===== src/hdl/flth_pkg.sv =====
// flth_pkg: shared types, constants and helpers for the fan level trip block
// no dependencies; imported by every module of the block
package flth_pkg;

  // field widths fixed by the interface
  localparam int unsigned LEVEL_W   = 3;
  localparam int unsigned TEMP_W    = 20;
  localparam int unsigned STATUS_W  = 17;
  localparam int unsigned CODE_W    = 10;
  localparam int unsigned HYST_W    = 16;
  localparam int unsigned RANGE_W   = 12;
  localparam int unsigned DUTY8_W   = 8;
  localparam int unsigned DUTY_NUM_W = 20;
  localparam int unsigned CFG_IDX_W = 3;
  localparam int unsigned CFG_DATA_W = 20;

  localparam int unsigned DEFAULT_NUM_LEVELS = 5;
  localparam int unsigned MAX_TRIP_LEVEL     = 4;

  // raw code conversion: temp = 450000 - 550 * code
  localparam logic [TEMP_W-1:0]   TEMP_OFFSET_MILLIC = 20'd450000;
  localparam logic [TEMP_W-1:0]   MILLIC_PER_CODE    = 20'd550;
  localparam logic [STATUS_W-1:0] VALID_MASK         = 17'h10400;
  localparam logic [STATUS_W-1:0] RAW_MASK           = 17'h003FF;

  // duty conversion: (duty255 * range + 127) / 255, divide by reciprocal
  localparam logic [DUTY_NUM_W-1:0] DUTY_ROUND  = 20'd127;
  localparam int unsigned           RECIP_W     = 21;
  localparam logic [RECIP_W-1:0]    RECIP_255   = 21'd1052689;
  localparam int unsigned           RECIP_SHIFT = 28;

  // register reset values
  localparam logic [TEMP_W-1:0]   RST_TRIP_ONE   = 20'd50000;
  localparam logic [TEMP_W-1:0]   RST_TRIP_TWO   = 20'd60000;
  localparam logic [TEMP_W-1:0]   RST_TRIP_THREE = 20'd67500;
  localparam logic [TEMP_W-1:0]   RST_TRIP_FOUR  = 20'd75000;
  localparam logic [HYST_W-1:0]   RST_HYST       = 16'd5000;
  localparam logic [RANGE_W-1:0]  RST_PWM_RANGE  = 12'd2078;
  localparam logic [LEVEL_W-1:0]  RST_SAFE_LEVEL = 3'd2;
  localparam logic [LEVEL_W-1:0]  RST_EXIT_FLOOR = 3'd1;

  localparam logic KIND_POLL = 1'b0;
  localparam logic KIND_END  = 1'b1;

  typedef enum logic [CFG_IDX_W-1:0] {
    CFG_TRIP_ONE   = 3'd0,
    CFG_TRIP_TWO   = 3'd1,
    CFG_TRIP_THREE = 3'd2,
    CFG_TRIP_FOUR  = 3'd3,
    CFG_HYST       = 3'd4,
    CFG_PWM_RANGE  = 3'd5,
    CFG_SAFE_LEVEL = 3'd6,
    CFG_EXIT_FLOOR = 3'd7
  } cfg_index_t;

  typedef struct packed {
    logic                kind;
    logic [STATUS_W-1:0] sensor_status;
  } item_t;

  typedef struct packed {
    logic [LEVEL_W-1:0]       cool_level;
    logic [RANGE_W-1:0]       duty_ticks;
    logic                     commanded;
    logic                     reading_valid;
    logic signed [TEMP_W-1:0] temperature_millic;
  } result_t;

  typedef struct packed {
    logic signed [TEMP_W-1:0] trip_level_one;
    logic signed [TEMP_W-1:0] trip_level_two;
    logic signed [TEMP_W-1:0] trip_level_three;
    logic signed [TEMP_W-1:0] trip_level_four;
    logic [HYST_W-1:0]        hysteresis_millic;
    logic [RANGE_W-1:0]       pwm_range_ticks;
    logic [LEVEL_W-1:0]       safe_level;
    logic [LEVEL_W-1:0]       exit_floor_level;
  } cfg_t;

  // controller state carried from item to item
  typedef struct packed {
    logic [LEVEL_W-1:0] level;
    logic               known;
    logic               stopped;
  } lvl_state_t;

  // decision stage output, waiting for the duty divide
  typedef struct packed {
    logic [LEVEL_W-1:0]       cool_level;
    logic [DUTY_NUM_W-1:0]    duty_num;
    logic                     commanded;
    logic                     reading_valid;
    logic signed [TEMP_W-1:0] temperature_millic;
  } dec_t;

  // duty out of 255 for each level
  function automatic logic [DUTY8_W-1:0] duty255(input logic [LEVEL_W-1:0] lvl);
    logic [DUTY8_W-1:0] d;
    case (lvl)
      3'd0:    d = 8'd0;
      3'd1:    d = 8'd75;
      3'd2:    d = 8'd125;
      3'd3:    d = 8'd175;
      default: d = 8'd250;
    endcase
    return d;
  endfunction

endpackage


===== src/hdl/flth_cfg_regs.sv =====
// flth_cfg_regs: configuration register file written by index
// depends on flth_pkg
module flth_cfg_regs (
  input  logic                              clk,
  input  logic                              rst,
  input  logic                              wr_en,
  input  logic [flth_pkg::CFG_IDX_W-1:0]    wr_index,
  input  logic [flth_pkg::CFG_DATA_W-1:0]   wr_data,
  output flth_pkg::cfg_t                    cfg
);
  import flth_pkg::*;

  always_ff @(posedge clk) begin
    if (rst) begin
      cfg.trip_level_one    <= RST_TRIP_ONE;
      cfg.trip_level_two    <= RST_TRIP_TWO;
      cfg.trip_level_three  <= RST_TRIP_THREE;
      cfg.trip_level_four   <= RST_TRIP_FOUR;
      cfg.hysteresis_millic <= RST_HYST;
      cfg.pwm_range_ticks   <= RST_PWM_RANGE;
      cfg.safe_level        <= RST_SAFE_LEVEL;
      cfg.exit_floor_level  <= RST_EXIT_FLOOR;
    end else if (wr_en) begin
      case (cfg_index_t'(wr_index))
        CFG_TRIP_ONE:   cfg.trip_level_one    <= wr_data;
        CFG_TRIP_TWO:   cfg.trip_level_two    <= wr_data;
        CFG_TRIP_THREE: cfg.trip_level_three  <= wr_data;
        CFG_TRIP_FOUR:  cfg.trip_level_four   <= wr_data;
        CFG_HYST:       cfg.hysteresis_millic <= wr_data[HYST_W-1:0];
        CFG_PWM_RANGE:  cfg.pwm_range_ticks   <= wr_data[RANGE_W-1:0];
        CFG_SAFE_LEVEL: cfg.safe_level        <= wr_data[LEVEL_W-1:0];
        CFG_EXIT_FLOOR: cfg.exit_floor_level  <= wr_data[LEVEL_W-1:0];
        default: ;
      endcase
    end
  end

endmodule


===== src/hdl/flth_decide.sv =====
// flth_decide: level decision for one item (conversion, trip search, hysteresis)
// depends on flth_pkg; purely combinational, state held by the top level
module flth_decide #(
  parameter int unsigned NUM_LEVELS = flth_pkg::DEFAULT_NUM_LEVELS
) (
  input  flth_pkg::item_t      item,
  input  flth_pkg::lvl_state_t state,
  input  flth_pkg::cfg_t       cfg,
  output flth_pkg::lvl_state_t state_next,
  output flth_pkg::dec_t       dec
);
  import flth_pkg::*;

  localparam int unsigned TopInt =
      (NUM_LEVELS - 1 < MAX_TRIP_LEVEL) ? NUM_LEVELS - 1 : MAX_TRIP_LEVEL;
  localparam logic [LEVEL_W-1:0] TopLevel = LEVEL_W'(TopInt);

  function automatic logic [LEVEL_W-1:0] clamp_level(input logic [LEVEL_W-1:0] lvl);
    return (lvl > TopLevel) ? TopLevel : lvl;
  endfunction

  function automatic logic signed [TEMP_W-1:0] trip_of(input cfg_t c,
                                                       input logic [LEVEL_W-1:0] lvl);
    logic signed [TEMP_W-1:0] t;
    case (lvl)
      3'd1:    t = c.trip_level_one;
      3'd2:    t = c.trip_level_two;
      3'd3:    t = c.trip_level_three;
      3'd4:    t = c.trip_level_four;
      default: t = '0;
    endcase
    return t;
  endfunction

  logic [CODE_W-1:0]        code;
  logic [TEMP_W-1:0]        code_scaled;
  logic signed [TEMP_W-1:0] temp;
  logic                     reading_ok;
  logic [LEVEL_W-1:0]       floor_lvl;
  logic [LEVEL_W-1:0]       safe_lvl;
  logic [LEVEL_W-1:0]       target;
  logic signed [TEMP_W+1:0] band_floor;
  logic signed [TEMP_W+1:0] temp_ext;
  logic signed [TEMP_W-1:0] cur_trip;

  assign code        = item.sensor_status[CODE_W-1:0];
  assign reading_ok  = (item.sensor_status & VALID_MASK) == VALID_MASK;
  assign code_scaled = TEMP_W'(code) * MILLIC_PER_CODE;
  // result always fits 20 bits signed, so modular subtract is exact
  assign temp        = $signed(TEMP_OFFSET_MILLIC - code_scaled);
  assign floor_lvl   = clamp_level(cfg.exit_floor_level);
  assign safe_lvl    = clamp_level(cfg.safe_level);
  assign cur_trip    = trip_of(cfg, state.level);
  assign temp_ext    = {{2{temp[TEMP_W-1]}}, temp};
  assign band_floor  = $signed({{2{cur_trip[TEMP_W-1]}}, cur_trip})
                     - $signed({6'd0, cfg.hysteresis_millic});

  always_comb begin
    state_next        = state;
    dec.commanded     = 1'b0;
    dec.reading_valid = 1'b0;
    dec.temperature_millic = '0;
    target            = '0;

    if (item.kind == KIND_END) begin
      state_next.stopped = 1'b1;
      if (!state.known || state.level < floor_lvl) begin
        state_next.level = floor_lvl;
        state_next.known = 1'b1;
        dec.commanded    = 1'b1;
      end
    end else if (!state.stopped) begin
      if (!reading_ok) begin
        if (!state.known || state.level < safe_lvl) begin
          state_next.level = safe_lvl;
          state_next.known = 1'b1;
          dec.commanded    = 1'b1;
        end
      end else begin
        dec.reading_valid      = 1'b1;
        dec.temperature_millic = temp;
        // highest usable level whose trip is reached
        for (int i = 1; i <= MAX_TRIP_LEVEL; i++) begin
          if (LEVEL_W'(i) <= TopLevel && temp >= trip_of(cfg, LEVEL_W'(i))) begin
            target = LEVEL_W'(i);
          end
        end
        // hold inside the band, else step down one level
        if (state.known && target < state.level) begin
          if (temp_ext >= band_floor) begin
            target = state.level;
          end else begin
            target = state.level - LEVEL_W'(1);
          end
        end
        if (!state.known || target != state.level) begin
          state_next.level = clamp_level(target);
          state_next.known = 1'b1;
          dec.commanded    = 1'b1;
        end
      end
    end

    dec.cool_level = state_next.known ? state_next.level : '0;
    dec.duty_num   = state_next.known
                   ? DUTY_NUM_W'(duty255(state_next.level)) * DUTY_NUM_W'(cfg.pwm_range_ticks)
                     + DUTY_ROUND
                   : '0;
  end

endmodule


===== src/hdl/flth_duty_div.sv =====
// flth_duty_div: divide the rounded duty numerator by 255
// depends on flth_pkg; reciprocal multiply, exact for numerators below 1.12e6
module flth_duty_div (
  input  logic [flth_pkg::DUTY_NUM_W-1:0] duty_num,
  output logic [flth_pkg::RANGE_W-1:0]    duty_ticks
);
  import flth_pkg::*;

  localparam int unsigned ProdW = DUTY_NUM_W + RECIP_W;

  logic [ProdW-1:0] prod;

  assign prod       = ProdW'(duty_num) * ProdW'(RECIP_255);
  assign duty_ticks = prod[RECIP_SHIFT +: RANGE_W];

endmodule


===== src/hdl/fan_level_trip_hysteresis_core.sv =====
// fan_level_trip_hysteresis_core: top level of the fan level trip controller
// depends on flth_pkg, flth_cfg_regs, flth_decide, flth_duty_div
// throughput: one request per cycle while the result channel is not stalled
// a three-stage pipeline (input register, decision register, result register) with the level
//   state updated as a request leaves stage one
// the duty divide by 255 is a reciprocal multiply that sits in the last stage
// reset (rst, synchronous): pipeline empty, level unknown, polling enabled, registers at defaults
module fan_level_trip_hysteresis_core #(
  parameter int unsigned NUM_LEVELS = flth_pkg::DEFAULT_NUM_LEVELS
) (
  input  logic                            clk,
  input  logic                            rst,
  // request channel
  input  logic                            item_valid,
  output logic                            item_stall,
  input  flth_pkg::item_t                 item,
  // result channel
  output logic                            result_valid,
  input  logic                            result_stall,
  output flth_pkg::result_t               result,
  // configuration write channel
  input  logic                            cfg_valid,
  output logic                            cfg_ready,
  input  logic [flth_pkg::CFG_IDX_W-1:0]  cfg_index,
  input  logic [flth_pkg::CFG_DATA_W-1:0] cfg_wdata
);
  import flth_pkg::*;

  // pipeline registers
  logic       s1_valid;
  item_t      s1_item;
  logic       s2_valid;
  dec_t       s2_dec;

  // controller state
  lvl_state_t state;
  lvl_state_t state_next;
  dec_t       dec;

  cfg_t              cfg;
  logic [RANGE_W-1:0] duty_ticks;

  // stage load enables; a stage loads when empty or when its contents move on
  logic s3_en;
  logic s2_en;
  logic s1_en;

  assign s3_en      = !result_valid || !result_stall;
  assign s2_en      = !s2_valid || s3_en;
  assign s1_en      = !s1_valid || s2_en;
  assign item_stall = !s1_en;

  // registers are always writable
  assign cfg_ready = 1'b1;

  flth_cfg_regs u_cfg (
    .clk      (clk),
    .rst      (rst),
    .wr_en    (cfg_valid && cfg_ready),
    .wr_index (cfg_index),
    .wr_data  (cfg_wdata),
    .cfg      (cfg)
  );

  // stage one: capture the request
  always_ff @(posedge clk) begin
    if (rst) begin
      s1_valid <= 1'b0;
    end else if (s1_en) begin
      s1_valid <= item_valid;
    end
  end

  always_ff @(posedge clk) begin
    if (s1_en && item_valid) begin
      s1_item <= item;
    end
  end

  // decision on the captured request and the current state
  flth_decide #(
    .NUM_LEVELS (NUM_LEVELS)
  ) u_decide (
    .item       (s1_item),
    .state      (state),
    .cfg        (cfg),
    .state_next (state_next),
    .dec        (dec)
  );

  // state advances exactly when a request moves from stage one to stage two
  always_ff @(posedge clk) begin
    if (rst) begin
      state.level   <= '0;
      state.known   <= 1'b0;
      state.stopped <= 1'b0;
    end else if (s1_valid && s2_en) begin
      state <= state_next;
    end
  end

  // stage two: decision result
  always_ff @(posedge clk) begin
    if (rst) begin
      s2_valid <= 1'b0;
    end else if (s2_en) begin
      s2_valid <= s1_valid;
    end
  end

  always_ff @(posedge clk) begin
    if (s2_en && s1_valid) begin
      s2_dec <= dec;
    end
  end

  // duty conversion between stage two and the result register
  flth_duty_div u_duty (
    .duty_num   (s2_dec.duty_num),
    .duty_ticks (duty_ticks)
  );

  // stage three: result register, holds while the consumer stalls
  always_ff @(posedge clk) begin
    if (rst) begin
      result_valid <= 1'b0;
    end else if (s3_en) begin
      result_valid <= s2_valid;
    end
  end

  always_ff @(posedge clk) begin
    if (s3_en && s2_valid) begin
      result.cool_level         <= s2_dec.cool_level;
      result.duty_ticks         <= duty_ticks;
      result.commanded          <= s2_dec.commanded;
      result.reading_valid      <= s2_dec.reading_valid;
      result.temperature_millic <= s2_dec.temperature_millic;
    end
  end

endmodule


===== config.mk =====
export PLATFORM = sky130hd
export DESIGN_NAME = fan_level_trip_hysteresis_core
export DESIGN_NICKNAME = d
export VERILOG_FILES = /design/src/hdl/flth_pkg.sv /design/src/hdl/flth_cfg_regs.sv /design/src/hdl/flth_decide.sv /design/src/hdl/flth_duty_div.sv /design/src/hdl/fan_level_trip_hysteresis_core.sv
export SDC_FILE = /design/constraint.sdc
export NUM_CORES = 1
export LEC_CHECK = 0
export BUFFER_PORTS_ARGS = -buffer_cell sky130_fd_sc_hd__buf_2
export CAP_MARGIN = 20
export CORE_MARGIN = 10
export CORE_UTILIZATION = 64
export DETAILED_ROUTE_END_ITERATION = 16
export PLACE_DENSITY_LB_ADDON = 0.25
export SYNTH_ARGS = -nofsm -noshare
export SYNTH_HDL_FRONTEND = slang
export SYNTH_HIERARCHICAL = 1
export SYNTH_SLANG_ARGS = --single-unit
export TNS_END_PERCENT = 100

===== constraint.sdc =====
create_clock -name clk -period 14.28 [get_ports clk]
set_clock_uncertainty 0.15 [all_clocks]
set_input_delay 0.714 -clock clk [delete_from_list [all_inputs] [get_ports clk]]
set_output_delay 0.714 -clock clk [all_outputs]
set_load 0.005 [all_outputs]

After elaboration in Yosys (flattened, before gate mapping). Cells that the tools add are included. Widths: inputs -> output; s select.

Flip-flop bits (word level): 222. Input bits: 46. Output and inout port bits: 40. Logic and storage cells: 132.

$add $sub $neg: 4. Multipliers: 3. Magnitude comparators: 11. Equality and inequality tests: 16. Multiplexer cells: 42. Bitwise gates (word level): 1. Reduce and logical (&&, ||, !) cells: 29.

Operators by type and width (number): $mux 20 (12); $ge 20x20->1 (4); $pmux 20 s4 (1); $mul 20x21->40 const B (1); $mux 3 (12); $pmux 8 s4 (1); $mux 4 (6); $mux 22 (1); $ge 20x21->1 (1); $mux 21 (1); $sub 20x17->21 (1); $add 20x7->20 const B (1); $mul 8x12->20 (1); $sub 19x20->20 const A (1); $mul 10x9->19 const B (1); $eq 3x2->1 const B (6); $reduce_and 2->1 (9); $eq 3x3->1 const B (5); $eq 3x1->1 const B (3); $gt 3x3->1 const B (3); $lt 3x3->1 (3); $logic_not 1->1 (6); $logic_not 3->1 (2); $logic_or 1x1->1 (6); 9 further kinds (18).

Logic depth before layout (Yosys ltp).
Depth after elaboration: 28. Gate-level depth with buffers: 59. Mapped depth without buffers: 57.

Hierarchy. The synthesis kept the hierarchy.

Modules (own cells, without submodules): flth_decide (times used 1, cells each 1269, area each 9585.4 sq um, sequential area each 0.0 sq um); flth_cfg_regs (times used 1, cells each 424, area each 4545.6 sq um, sequential area each 2282.2 sq um); fan_level_trip_hysteresis_core (times used 1, cells each 138, area each 3367.0 sq um, sequential area each 3163.0 sq um); flth_duty_div (times used 1, cells each 333, area each 2874.0 sq um, sequential area each 0.0 sq um).

Least setup slack after synthesis. Ideal clock, no wire load.

Path type: reg2reg. Start point: register s1_item[4] in the netlist's numbering. End point: register s2_dec[40] in the netlist's numbering, data pin. Setup time: 255 ps. Arrival time: 12515 ps. Data required time: 13875 ps. Path slack: 1360 ps. Stages on the path, launching flop included: 55. Path buffers: 2. Period minus slack after synthesis: 12920 ps. Cell sequence: edfxtp_1 -> ha_1 -> ha_1 -> ha_1 -> fa_1 -> ha_1 -> a21o_1 -> a21oi_1 -> o21ai_0 -> a21oi_1 -> o21ai_0 -> a21oi_1 -> o211ai_1 -> o21ai_0 -> mux2i_1 -> nand2_1 -> a32o_1 -> ha_1 -> [... 19 more ...] -> ha_1 -> fa_1 -> inv_1 -> fa_1 -> inv_1 -> ha_1 -> nor2b_1 -> o21ai_0 -> a21boi_0 -> o21ai_0 -> a21boi_0 -> o21ai_0 -> a21boi_0 -> o21ai_0 -> a211oi_1 -> o21a_1 -> or3_1 -> and3_1.

Word-level cells in the longest chain between the ends: 26. Elaborated cells on any way between the ends: 36. Classes of those cells: add/sub: 2; mul: 2; order compare: 7; eq/ne: 4; mux: 18; reduce/logical: 3.

RTL lines: start, declared (line fan_level_trip_hysteresis_core.sv:31) `item_t s1_item;`; start signal, assigned (line fan_level_trip_hysteresis_core.sv:76) `s1_item <= item;`; $mul 10x9->19 (*) (line flth_decide.sv:48) `assign code_scaled = TEMP_W'(code) * MILLIC_PER_CODE;`; $sub 19x20->20 (*) (line flth_decide.sv:50) `assign temp = $signed(TEMP_OFFSET_MILLIC - code_scaled);`; $ge 20x20->1 (line flth_decide.sv:84) `if (LEVEL_W'(i) <= TopLevel && temp >= trip_of(cfg, LEVEL_W'(i))) begin`; $mux 1 (line flth_decide.sv:84); $mux 2 (2 in series) (line flth_decide.sv:84); $mux 3 (line flth_decide.sv:84); $mux 3 (line flth_decide.sv:73) `if (!reading_ok) begin`; $mux 3 (line flth_decide.sv:72) `end else if (!state.stopped) begin`; [... 9 more ...]; $mux 4 (*) (line flth_decide.sv:96) `if (!state.known || target != state.level) begin`; $mux 4 (*) (line flth_decide.sv:73); $mux 4 (*) (line flth_decide.sv:72); $mux 4 (*) (line flth_decide.sv:65) `if (item.kind == KIND_END) begin`; $eq 3x2->1 (tied with other cells) (line flth_pkg.sv:99) `case (lvl)`; $pmux 8 s4 (line flth_pkg.sv:99); $mul 8x12->20 (line flth_decide.sv:106) `? DUTY_NUM_W'(duty255(state_next.level)) * DUTY_NUM_W'(cfg.pwm_range_ticks)`; $add 20x7->20 (line flth_decide.sv:107) `+ DUTY_ROUND`; end signal, assigned (line fan_level_trip_hysteresis_core.sv:113) `s2_dec <= dec;`; end, declared (line fan_level_trip_hysteresis_core.sv:33) `dec_t s2_dec;`.

Mark *: on every way between the ends. The rest lies on a longest branch, timed or not. The select of a mux whose other input is x is not followed. A chain may end at the register's enable or synchronous reset.

Worst setup path in the final report. Same ends and word-level chain as after synthesis.

==> results.md <==
* Max Slew Vio Count at 0
* CTS tree: built
* CTS H-tree lvls at 1
* Peak Freq at 72.8 MHz
* CP arrival at 13.85 ns
* Pwr Total at 0.00563 W
* Worst hold path type: in -> reg
* Worst Tran Pin Value at 1.14 ns
* Setup TNS at 0 ns
* Vias at 15900
* RePlAce Congestion at 0.938
* Startpoint Class: flip-flop
* # diodes at 0
* Max-cap violations at 0
* Period utilization at 96.2%
* Final #Nets at 2718
* Final setup fails at 0
* Slew headroom at 23.5%
* Util after Layout at 70.4%
* Worst path required time at 14.40 ns
* ANT nets after route at 0
* PwrDens at 255 mW/mm²
* Drt wl/cell at 19.2 µm
* DR pass1 iterations at 6
* Crit path kind: reg -> reg
* Post-synthesis average cell area at 9.37 µm²
* Clk root buf: clkbuf_16
* Peak supply drop at 208 µV
* WHS Path Cells at 1
* Leakage at 10.9 nW
* Antenna violations before repair at 0
* Outcome: finished, final reports clean
* Crit-path leading delay family: adder cells
* Clock buffer depth at 3
* Fin. Hold Viols at 0
* Clk pin slew, worst setup/hold paths at 0.06 ns
* Syn nets at 2635
* Drt drc at 0
* GRT Util Overall at 25.8%
* Top Ports at 86
* Vias per inst at 5.96
* Mapped Cells at 2159
* First-pass GRT wire length at 81.3 mm
* Initial Utilization at 64.4%
* R2R cell count at 50
* WHS at 0.206 ns
* Slowest cell delay on critical path at 0.59 ns
* Clock latency on the worst-skew pair at 0.54 ns
* Die Width at 198 µm
* GRT Residual Overflow at 0
* CP Depth at 50
* Final min period at 13.74 ns
* Crit path buf inv count at 4
* Largest net degree at the start of global routing at 95
* Routed wire length at 51.0 mm
* DRT iter0 DRCs at 936
* Layout area overhead at 9.23%
* Die H at 198 µm
* Detail Placement HPWL at 40.1 mm
* Slowest CP cell: or4_4
* Yosys warnings at 6
* Vias in the first global route at 16100
* Core Area at 0.0314 mm²
* Worst Path Max Fanout at 12
* Cell Area, Synth at 0.0202 mm²
* Port bufs at 79
* Critical Path End Type: flip-flop
* Share of cells above drive strength 1 at 9.12%
* TritonCTS Buffers at 25
* Die area at 0.0391 mm²
* Rows at 65
* Clock Sinks at 217
through the flow:
stage | cell area, µm² | std cells | setup WS [ns]
3_5_place_dp | 21100 | 2609 | -0.129
6_report | 22100 | 2662 | 0.542
3_3_place_gp | 21100 | 2609 | 0.208
5_1_grt | 22100 | 2662 | -0.00167
4_1_cts | 21900 | 2654 | 0.0689
2_1_floorplan | 20200 | 2159 | 1.36
worst reg2reg max path, delay by kind of cell (launching register included):
family / cells / cell delay [ns]
xor gates and xnor gates: 2 / 0.44
AOI/OAI and AO/OA: 21 / 4.31
muxes: 1 / 0.36
DFF: 1 / 0.48
buffers and inverters: 4 / 0.44
and+or+nand+nor: 10 / 2.32
adders and majority gates: 12 / 4.98
sequential cells by signal, summed over array words and instances, names as in the netlist:
name,count
result_valid,1
s2_valid,1
s1_valid,1
s1_item,13
u_cfg/cfg,114
s2_dec,45
result,37
state,5
per-layer routing:
| layer | global-route usage (%) | wire (µm) | vias to the layer above | part of all wire (%) |
|---|---|---|---|---|
| li1 | - | - | 7605 | - |
| met1 | 31.0 | 21200 | 7655 | 41 |
| met2 | 46.1 | 25500 | 471 | 50 |
| met3 | 2.61 | 2360 | 123 | 4.6 |
| met4 | 10.2 | 2040 | 0 | 4.0 |
| met5 | 0 | 0 | - | 0 |
final timing paths:
check / startpoint / endpoint / slack [ns]
worst max-delay path: s1_item[4] / s2_dec[40] / 0.54
worst min-delay path: item[6] / s1_item[6] / 0.21
worst max register to register: s1_item[4] / s2_dec[40] / 0.54
worst min register to register: s2_dec[5] / result[5] / 0.26
placed cells by master (no fill, tap or decap), types with 21 or more instances in the layout:
cell type  count
clkbuf_16     26
a22oi_1       35
nand2b_1     119
dfxtp_1      122
xnor2_1       39
fa_1          89
inv_1        312
nor2_1       114
nand3_1       30
buf_2         78
a21o_1        31
nand4_1       27
nand2_1      118
o21ai_0       53
buf_4         41
mux2i_1      125
a21oi_1       98
edfxtp_1      95
nor2b_1       21
and2_1        68
ha_1         341
cell type report:
| type | instances | area [µm²] |
|---|---|---|
| clock inverters | 11 | 135 |
| multi-input cells | 1564 | 13500 |
| well taps | 402 | 503 |
| flip-flops and latches | 217 | 5300 |
| inverters | 314 | 1180 |
| repair buffers | 120 | 726 |
| fillers | 2454 | 9300 |
| clock buffers | 34 | 721 |
power breakdown:
group | internal [W] | total (W) | switching, W
combinational | 0.00171 | 0.00414 | 0.00243
sequential | 0.000776 | 0.000836 | 0.0000601
clock | 0.000393 | 0.000656 | 0.000263
total | 0.00288 | 0.00563 | 0.00275
repair_timing:
action,in CTS,in global routing
endpoints found under the setup margin,2,8
hold buffers,0,0
buffers inserted,0,4
gates resized for setup,2,22
gates cloned,0,1
pin swaps,0,1
No activity file was read; power rests on OpenSTA's default activity.
